## src/rtl/core/jan_pkg.sv

```systemverilog
`default_nettype none

package jan_pkg;

  localparam int unsigned RAW_W        = 12;
  localparam int unsigned SCALE_SHIFT  = 4;
  localparam int unsigned CAL_W        = 16;
  localparam int unsigned POS_W        = 16;
  localparam int unsigned FRAC_BITS    = 14;
  localparam int unsigned STEP_PER_STG = 2;
  localparam int unsigned DIV_STAGES   = FRAC_BITS / STEP_PER_STG;
  localparam int unsigned PIPE_DEPTH   = DIV_STAGES + 2;
  localparam int unsigned CFG_IDX_W    = 3;

  localparam logic [POS_W-1:0] Q_ONE = POS_W'(1) << FRAC_BITS;

  localparam logic [CAL_W-1:0] RST_CENTER    = 16'd32760;
  localparam logic [CAL_W-1:0] RST_LO        = 16'd0;
  localparam logic [CAL_W-1:0] RST_HI        = 16'd65520;
  localparam logic [CAL_W-1:0] RST_DEAD_BAND = 16'd1500;

  typedef enum logic [CFG_IDX_W-1:0] {
    CFG_CENTER_X  = 3'd0,
    CFG_MIN_X     = 3'd1,
    CFG_MAX_X     = 3'd2,
    CFG_CENTER_Y  = 3'd3,
    CFG_MIN_Y     = 3'd4,
    CFG_MAX_Y     = 3'd5,
    CFG_DEAD_BAND = 3'd6
  } cfg_idx_t;

  typedef struct packed {
    logic [RAW_W-1:0] raw_x;
    logic [RAW_W-1:0] raw_y;
    logic             button_level;
  } in_item_t;

  typedef struct packed {
    logic signed [POS_W-1:0] x_position;
    logic signed [POS_W-1:0] y_position;
    logic                    pressed;
  } out_item_t;

  typedef struct packed {
    logic [CAL_W-1:0] center;
    logic [CAL_W-1:0] lo;
    logic [CAL_W-1:0] hi;
  } axis_cal_t;

  typedef struct packed {
    axis_cal_t        x;
    axis_cal_t        y;
    logic [CAL_W-1:0] dead_band;
  } cal_t;

  typedef struct packed {
    logic [CAL_W-1:0]     rem;
    logic [CAL_W-1:0]     divisor;
    logic [FRAC_BITS-1:0] quot;
    logic                 sat;
    logic                 zero;
    logic                 neg;
  } div_t;

endpackage

`default_nettype wire

```

## src/rtl/core/joystick_axis_normalizer.sv

```systemverilog
// Joystick axis normaliser.
// Input channel in_valid/in_stall/in_data carries one item: a 12-bit X and
// Y sample and the active-low button level. Output channel
// out_valid/out_stall/out_data returns one item per input: X and Y in signed
// Q1.14 (16384 is full scale) with deadzone and saturation applied, and the
// pressed flag. Calibration registers are written over cfg_valid/cfg_ready
// with cfg_index and cfg_data; cfg_ready is always high.
// The datapath is nine register stages: classification and range select,
// seven stages of a restoring divider retiring two quotient bits each, and
// the output register. A result passes through them in that order; one item
// per cycle is accepted and delivered when the output is not stalled.
// Each stage advances when it is empty or the stage after it moves, so
// bubbles close up and in_stall rises only when every stage holds an item
// and out_stall is high.
// Synchronous reset empties the pipeline and loads the default calibration.
`default_nettype none

module joystick_axis_normalizer
  import jan_pkg::*;
(
  input  wire logic                 clk,
  input  wire logic                 rst,
  input  wire logic                 in_valid,
  output logic                      in_stall,
  input  in_item_t                  in_data,
  output logic                      out_valid,
  input  wire logic                 out_stall,
  output out_item_t                 out_data,
  input  wire logic                 cfg_valid,
  output logic                      cfg_ready,
  input  wire logic [CFG_IDX_W-1:0] cfg_index,
  input  wire logic [CAL_W-1:0]     cfg_data
);

  cal_t                  cal;
  logic [PIPE_DEPTH-1:0] vld;
  logic [PIPE_DEPTH-1:0] vld_in;
  logic [PIPE_DEPTH-1:0] adv;
  logic [PIPE_DEPTH-2:0] btn;
  logic [PIPE_DEPTH-2:0] btn_in;
  div_t                  dx [DIV_STAGES+1];
  div_t                  dy [DIV_STAGES+1];
  out_item_t             res;
  out_item_t             res_reg;

  jan_cfg_regs u_cfg (
    .clk       (clk),
    .rst       (rst),
    .cfg_valid (cfg_valid),
    .cfg_ready (cfg_ready),
    .cfg_index (cfg_index),
    .cfg_data  (cfg_data),
    .cal       (cal)
  );

  always_comb begin
    adv[PIPE_DEPTH-1] = !vld[PIPE_DEPTH-1] || !out_stall;
    for (int i = PIPE_DEPTH - 2; i >= 0; i--) begin
      adv[i] = !vld[i] || adv[i+1];
    end
  end

  assign in_stall = !adv[0];
  assign vld_in   = {vld[PIPE_DEPTH-2:0], in_valid};
  assign btn_in   = {btn[PIPE_DEPTH-3:0], !in_data.button_level};

  always_ff @(posedge clk) begin
    if (rst) begin
      vld <= '0;
    end else begin
      for (int i = 0; i < PIPE_DEPTH; i++) begin
        if (adv[i]) begin
          vld[i] <= vld_in[i];
        end
      end
    end
  end

  always_ff @(posedge clk) begin
    for (int i = 0; i < PIPE_DEPTH - 1; i++) begin
      if (adv[i]) begin
        btn[i] <= btn_in[i];
      end
    end
  end

  jan_axis_prep u_prep_x (
    .clk       (clk),
    .en        (adv[0]),
    .raw       (in_data.raw_x),
    .cal       (cal.x),
    .dead_band (cal.dead_band),
    .q         (dx[0])
  );

  jan_axis_prep u_prep_y (
    .clk       (clk),
    .en        (adv[0]),
    .raw       (in_data.raw_y),
    .cal       (cal.y),
    .dead_band (cal.dead_band),
    .q         (dy[0])
  );

  for (genvar s = 0; s < DIV_STAGES; s++) begin : g_div
    jan_div_step u_div_x (
      .clk (clk),
      .en  (adv[s+1]),
      .d   (dx[s]),
      .q   (dx[s+1])
    );
    jan_div_step u_div_y (
      .clk (clk),
      .en  (adv[s+1]),
      .d   (dy[s]),
      .q   (dy[s+1])
    );
  end

  function automatic logic [POS_W-1:0] finish(input div_t d);
    logic [POS_W-1:0] mag;
    mag = d.zero ? '0 : (d.sat ? Q_ONE : POS_W'(d.quot));
    return d.neg ? POS_W'(0) - mag : mag;
  endfunction

  always_comb begin
    res.x_position = $signed(finish(dx[DIV_STAGES]));
    res.y_position = $signed(finish(dy[DIV_STAGES]));
    res.pressed    = btn[PIPE_DEPTH-2];
  end

  always_ff @(posedge clk) begin
    if (adv[PIPE_DEPTH-1]) begin
      res_reg <= res;
    end
  end

  assign out_valid = vld[PIPE_DEPTH-1];
  assign out_data  = res_reg;

  a_x_range: assert property (@(posedge clk) disable iff (rst)
    out_valid |-> (out_data.x_position <= $signed(Q_ONE)
                   && out_data.x_position >= -$signed(Q_ONE)))
    else $error("x_position beyond full scale");

  a_y_range: assert property (@(posedge clk) disable iff (rst)
    out_valid |-> (out_data.y_position <= $signed(Q_ONE)
                   && out_data.y_position >= -$signed(Q_ONE)))
    else $error("y_position beyond full scale");

  a_stall_full: assert property (@(posedge clk) disable iff (rst)
    in_stall |-> (out_valid && out_stall && (&vld)))
    else $error("input stalled with room in the pipeline");

  a_reset_empty: assert property (@(posedge clk) disable iff (rst)
    $past(rst) |-> (!out_valid && !in_stall))
    else $error("pipeline not empty after reset");

endmodule

`default_nettype wire

```

## src/rtl/core/jan_cfg_regs.sv

```systemverilog
`default_nettype none

module jan_cfg_regs
  import jan_pkg::*;
(
  input  wire logic                 clk,
  input  wire logic                 rst,
  input  wire logic                 cfg_valid,
  output logic                      cfg_ready,
  input  wire logic [CFG_IDX_W-1:0] cfg_index,
  input  wire logic [CAL_W-1:0]     cfg_data,
  output cal_t                      cal
);

  assign cfg_ready = 1'b1;

  always_ff @(posedge clk) begin
    if (rst) begin
      cal.x.center  <= RST_CENTER;
      cal.x.lo      <= RST_LO;
      cal.x.hi      <= RST_HI;
      cal.y.center  <= RST_CENTER;
      cal.y.lo      <= RST_LO;
      cal.y.hi      <= RST_HI;
      cal.dead_band <= RST_DEAD_BAND;
    end else if (cfg_valid && cfg_ready) begin
      unique case (cfg_idx_t'(cfg_index))
        CFG_CENTER_X:  cal.x.center  <= cfg_data;
        CFG_MIN_X:     cal.x.lo      <= cfg_data;
        CFG_MAX_X:     cal.x.hi      <= cfg_data;
        CFG_CENTER_Y:  cal.y.center  <= cfg_data;
        CFG_MIN_Y:     cal.y.lo      <= cfg_data;
        CFG_MAX_Y:     cal.y.hi      <= cfg_data;
        CFG_DEAD_BAND: cal.dead_band <= cfg_data;
        default: begin
        end
      endcase
    end
  end

endmodule

`default_nettype wire

```

## src/rtl/core/jan_axis_prep.sv

```systemverilog
`default_nettype none

module jan_axis_prep
  import jan_pkg::*;
(
  input  wire logic             clk,
  input  wire logic             en,
  input  wire logic [RAW_W-1:0] raw,
  input  axis_cal_t             cal,
  input  wire logic [CAL_W-1:0] dead_band,
  output div_t                  q
);

  localparam int unsigned EXT_W = CAL_W + 2;

  logic [EXT_W-1:0] rel;
  logic [EXT_W-1:0] db_pos;
  logic [EXT_W-1:0] db_neg;
  logic [EXT_W-1:0] rng_p;
  logic [EXT_W-1:0] rng_n;
  logic [EXT_W-1:0] rng;
  logic [EXT_W-1:0] rel_abs;
  logic             is_pos;
  logic             is_neg;
  logic             rng_ok;
  div_t             d;

  always_comb begin
    rel     = {2'b00, raw, {SCALE_SHIFT{1'b0}}} - {2'b00, cal.center};
    db_pos  = {2'b00, dead_band};
    db_neg  = EXT_W'(0) - db_pos;
    is_pos  = $signed(rel) > $signed(db_pos);
    is_neg  = $signed(rel) < $signed(db_neg);
    rng_p   = {2'b00, cal.hi} - {2'b00, cal.center};
    rng_n   = {2'b00, cal.center} - {2'b00, cal.lo};
    rng     = is_pos ? rng_p : rng_n;
    rel_abs = is_pos ? rel : EXT_W'(0) - rel;
    rng_ok  = !rng[EXT_W-1] && (rng != '0);

    d.rem     = rel_abs[CAL_W-1:0];
    d.divisor = rng[CAL_W-1:0];
    d.quot    = '0;
    d.sat     = rel_abs[CAL_W-1:0] >= rng[CAL_W-1:0];
    d.zero    = !(is_pos || is_neg) || !rng_ok;
    d.neg     = is_neg;
  end

  always_ff @(posedge clk) begin
    if (en) begin
      q <= d;
    end
  end

endmodule

`default_nettype wire

```

## src/rtl/core/jan_div_step.sv

```systemverilog
`default_nettype none

module jan_div_step
  import jan_pkg::*;
(
  input  wire logic clk,
  input  wire logic en,
  input  div_t      d,
  output div_t      q
);

  div_t           nxt;
  logic [CAL_W:0] trial;

  always_comb begin
    nxt   = d;
    trial = '0;
    for (int i = 0; i < STEP_PER_STG; i++) begin
      trial = {nxt.rem, 1'b0};
      if (trial >= {1'b0, nxt.divisor}) begin
        trial    = trial - {1'b0, nxt.divisor};
        nxt.quot = {nxt.quot[FRAC_BITS-2:0], 1'b1};
      end else begin
        nxt.quot = {nxt.quot[FRAC_BITS-2:0], 1'b0};
      end
      nxt.rem = trial[CAL_W-1:0];
    end
  end

  always_ff @(posedge clk) begin
    if (en) begin
      q <= nxt;
    end
  end

endmodule

`default_nettype wire

```

## config.mk

```make
export PLATFORM = sky130hd
export DESIGN_NAME = joystick_axis_normalizer
export DESIGN_NICKNAME = d
export VERILOG_FILES = /design/src/rtl/core/jan_pkg.sv /design/src/rtl/core/joystick_axis_normalizer.sv /design/src/rtl/core/jan_cfg_regs.sv /design/src/rtl/core/jan_axis_prep.sv /design/src/rtl/core/jan_div_step.sv
export SDC_FILE = /design/constraint.sdc
export NUM_CORES = 2
export LEC_CHECK = 0
export BUFFER_PORTS_ARGS = -buffer_cell sky130_fd_sc_hd__buf_4
export CELL_PAD_IN_SITES_DETAIL_PLACEMENT = 0
export CELL_PAD_IN_SITES_GLOBAL_PLACEMENT = 1
export CORE_MARGIN = 8
export CORE_UTILIZATION = 41
export CTS_BUF_LIST = sky130_fd_sc_hd__clkbuf_8
export DETAILED_ROUTE_END_ITERATION = 6
export GPL_TIMING_DRIVEN = 0
export PLACE_DENSITY_LB_ADDON = 0.1
export SETUP_SLACK_MARGIN = 0.3
export SYNTH_ARGS = -nofsm -noshare
export SYNTH_HDL_FRONTEND = slang
export SYNTH_SLANG_ARGS = --single-unit
```

## constraint.sdc

```tcl
create_clock -name clk -period 9.65 [get_ports clk]
set_input_delay 1.4475 -clock clk [delete_from_list [all_inputs] [get_ports clk]]
set_output_delay 1.4475 -clock clk [all_outputs]
set_load 0.005 [all_outputs]
```

==> impl_metrics.env <==
export IMPL_outcome="completed"
export IMPL_endpoint_kind="flop"
export IMPL_drive_above_1_share_pct=10.81
export IMPL_fmax_mhz=130.7
export IMPL_grt_max_degree=80
export IMPL_place_ws_ns=1.179
export IMPL_cts_hold_fix_buffers=0
export IMPL_drt_first_pass_iters=5
export IMPL_synth_top_area_share_pct=35.01
export IMPL_fin_area_sq_mm=0.06149
export IMPL_grt_overflow_total=0
export IMPL_final_nets=6561
export IMPL_io_pins=85
export IMPL_yosys_area_share_simple_pct=12.92
export IMPL_synth_top_family_by_area="compound AO/OA/AOI/OAI gates"
export IMPL_arrival_ns=8.20
export IMPL_htree_levels=4
export IMPL_ys_seq_elements=770
export IMPL_wl_per_cell_microns=18.09
export IMPL_synth_edf_count=649
export IMPL_rsz0062_at_grt="no"
export IMPL_placed_area_sq_mm=0.05867
export IMPL_postSynthCellCount=5640
export IMPL_critPathKind="flop to flop"
export IMPL_setup_viol_count_final=0
export IMPL_dieWidth_microns=384.5
export IMPL_wl_mm=140.5
export IMPL_drtIter0Drc=1843
export IMPL_ys_top_cells_by_area="edfxtp_1, ha_1, mux2_2, xnor2_1, dfxtp_1"
export IMPL_num_vias=40723
export IMPL_grt_pass1_wl_mm=219.9
export IMPL_synth_xor_area_share_pct=7.222
export IMPL_synth_avg_cell_area_sq_um=9.870
export IMPL_dp_hpwl_mm=114.2
export IMPL_clockBufferDepth=3
export IMPL_hold_start="g_div[5].u_div_x.q[1]"
export IMPL_hold_depth=0
export IMPL_timing_rr_end="u_prep_y.q[2]"
export IMPL_post_route_util_pct=45.50
export IMPL_clockRootBuffer="clkbuf_8"
export IMPL_worst_pin_slew_ns=1.342
export IMPL_crit_family="compound AO/OA/AOI/OAI gates"
export IMPL_critical_path_max_stage_delay_ns=0.65
export IMPL_ys_warn_count=0
export IMPL_hold_path_class="flop to flop"
export IMPL_start_util_pct=41.20
export IMPL_die_area_sq_mm=0.1478
export IMPL_post_cts_buffers=0
export IMPL_clock_skew_ns=0.03790
export IMPL_numCtsBuffers=144
export IMPL_synth_cell_types=93
export IMPL_via_per_inst=5.244
export IMPL_hold_viol=0
export IMPL_insertion_delay_ns=0.86
export IMPL_place_congestion=0.8628
export IMPL_synth_compound_area_share_pct=15.90
export IMPL_slowest_stage="dfxtp_1"
export IMPL_portBuffers=80
export IMPL_grt_pass1_vias=41547
export IMPL_areaGrowthSynthToFinish_pct=10.45
export IMPL_synth_main_ff_cell="edfxtp_1"
export IMPL_min_period_ns=7.654
export IMPL_irDropWorstVdd_mv=0.1781
export IMPL_power_density_mw_per_mm2=391.7
export IMPL_fillCellCount=13081
export IMPL_ant_nets=0
export IMPL_setup_ws_ns=1.996
export IMPL_dp_cells=7506
export IMPL_slew_viol_final=0
export IMPL_stdcell_count=7765
export IMPL_cp_num_buf_inv=4
export IMPL_drcViolationCount=0
export IMPL_clk_pin_slew_worst_paths_ns=0.06
export IMPL_r2r_start="u_cfg.cal[48]"
export IMPL_cp_start_kind="flop"
export IMPL_crit_fanout=10
export IMPL_synth_fp_nets=6330
export IMPL_slew_headroom_pct=9.773
export IMPL_synth_seq_area_share_pct=39.36
export IMPL_muxShareOfSynthArea_pct=5.997
export IMPL_crit_required_ns=10.20
export IMPL_grt_usage_pct=18.54
export IMPL_synth_fa_ha_area_share_pct=14.65
export IMPL_ff2ff_path_depth=30
export IMPL_yosysTopAreaCell="edfxtp_1"
export IMPL_cts_sinks=770
export IMPL_antenna_found_initial=1
export IMPL_hold_path_end="g_div[6].u_div_x.q[1]"
export IMPL_async_flop_share_pct=0
export IMPL_r2r_slack_ns=2.00
export IMPL_cts_resized=0
export IMPL_power_leakage_nw=26.51
export IMPL_die_h_microns=384.5
export IMPL_core_rowCount=135
export IMPL_fin_crit_sh_pct=79.32
export IMPL_syn_area_sq_mm=0.05567
export IMPL_core_region_area_sq_mm=0.1351
export IMPL_cts_tree="built"
export IMPL_cap_violations=0
## per-stage QoR
step                      power (mW)  TNS [ns]  hold WS (ns)
after global placement         21.01    -26.41        0.4029
after global routing           26.15         0        0.4164
final                          24.08         0        0.4006
after floorplan                17.45         0        0.4003
after detailed placement       21.00         0        0.4045
after CTS                      24.35         0        0.4108
## routing by layer
layer	wire [microns]	GRT usage [%]
met3	3930	2.479
met2	70450	34.31
met1	59990	21.15
met5	0	0
met4	6134	8.334
## Yosys cell counts, drive strengths merged, types with 41 or more instances
master    n
nand2b   65
inv     475
o21bai   66
a31oi    41
dfxtp   121
nand2   446
xor2    143
nand4    69
nor2b    86
ha      623
a21oi   461
o21ai   296
a211o    43
o21a     94
xnor2   316
mux2    268
nor3    146
nor2    367
a21o    161
clkbuf   71
edfxtp  649
nand3   115
## cells by family (layout without fill, tap and decap cells)
logic type,Yosys count,in the layout
AND/OR/NAND/NOR,1506,1506
AO/OA/AOI/OAI,1388,1388
flip-flops,770,770
adder cells (fa/ha/maj),641,641
buffers and inverters,575,918
XOR/XNOR,459,459
multiplexers,300,300
other,1,2
## cell type report
type,count,area (sq um),share of cell area [%]
Inverter,476,1792,2.914
Multi-Input combinational cell,4295,31610,51.41
Antenna cell,1,2.502,0.004070
Buffer,99,411.6,0.6695
Timing Repair Buffer,85,723.2,1.176
Tap cell,1781,2228,3.624
Sequential cell,770,21910,35.64
Clock inverter,102,661.9,1.076
Clock buffer,156,2147,3.492
## worst reg2reg max path, delay by kind of cell, from the launching register on
family	cells	cell delay, ns
adder cells (fa/ha/maj)	3	1.01
flip-flops	1	0.65
buffers and inverters	4	1.24
AND/OR/NAND/NOR	4	0.69
AO/OA/AOI/OAI	17	3.13
XOR/XNOR	1	0.33
multiplexers	1	0.33
## registers in the layout, summed over array words and instances (netlist names)
name	cells
btn	8
g_div.u_div_x.q	269
g_div.u_div_y.q	269
out_data	33
u_cfg.cal	112
u_prep_x.q	35
u_prep_y.q	35
vld	9
## worst max path at each step
stage	from	to	cells after the start
final	u_cfg.cal[48]	u_prep_y.q[2]	30
after detailed placement	in_data[1]	u_prep_y.q[2]	31
after global placement	out_stall	in_stall	8
after global routing	u_cfg.cal[48]	u_prep_y.q[2]	30
after floorplan	out_stall	in_stall	6
after CTS	u_cfg.cal[48]	u_prep_y.q[2]	30
## power by group
part / leakage, nW / switching (mW) / internal (mW)
registers: 7.66 / 0.561 / 5.35
logic: 17.3 / 8.15 / 6.91
clock network: 1.54 / 1.43 / 1.68
total: 26.5 / 10.1 / 13.9
## cell usage in the layout (no fill, tap or decap), drive strengths merged, types with 36 or more instances in the layout
cell type / netlist / routed
nand4: 69 / 69
nor2: 367 / 367
buf: 28 / 113
nor2b: 86 / 86
a211o: 43 / 43
o21ai: 296 / 296
edfxtp: 649 / 649
nor3: 146 / 146
xnor2: 316 / 316
nand2: 446 / 446
clkinv: 1 / 50
nand3: 115 / 115
xor2: 143 / 143
dfxtp: 121 / 121
ha: 623 / 623
a21o: 161 / 161
o21bai: 66 / 66
inv: 475 / 512
clkbuf: 71 / 227
a31oi: 41 / 41
or3: 38 / 38
a21oi: 461 / 461
mux2: 268 / 268
o21a: 94 / 94
nor4: 36 / 36
nand2b: 65 / 65
No activity file was read; power rests on OpenSTA's default activity.
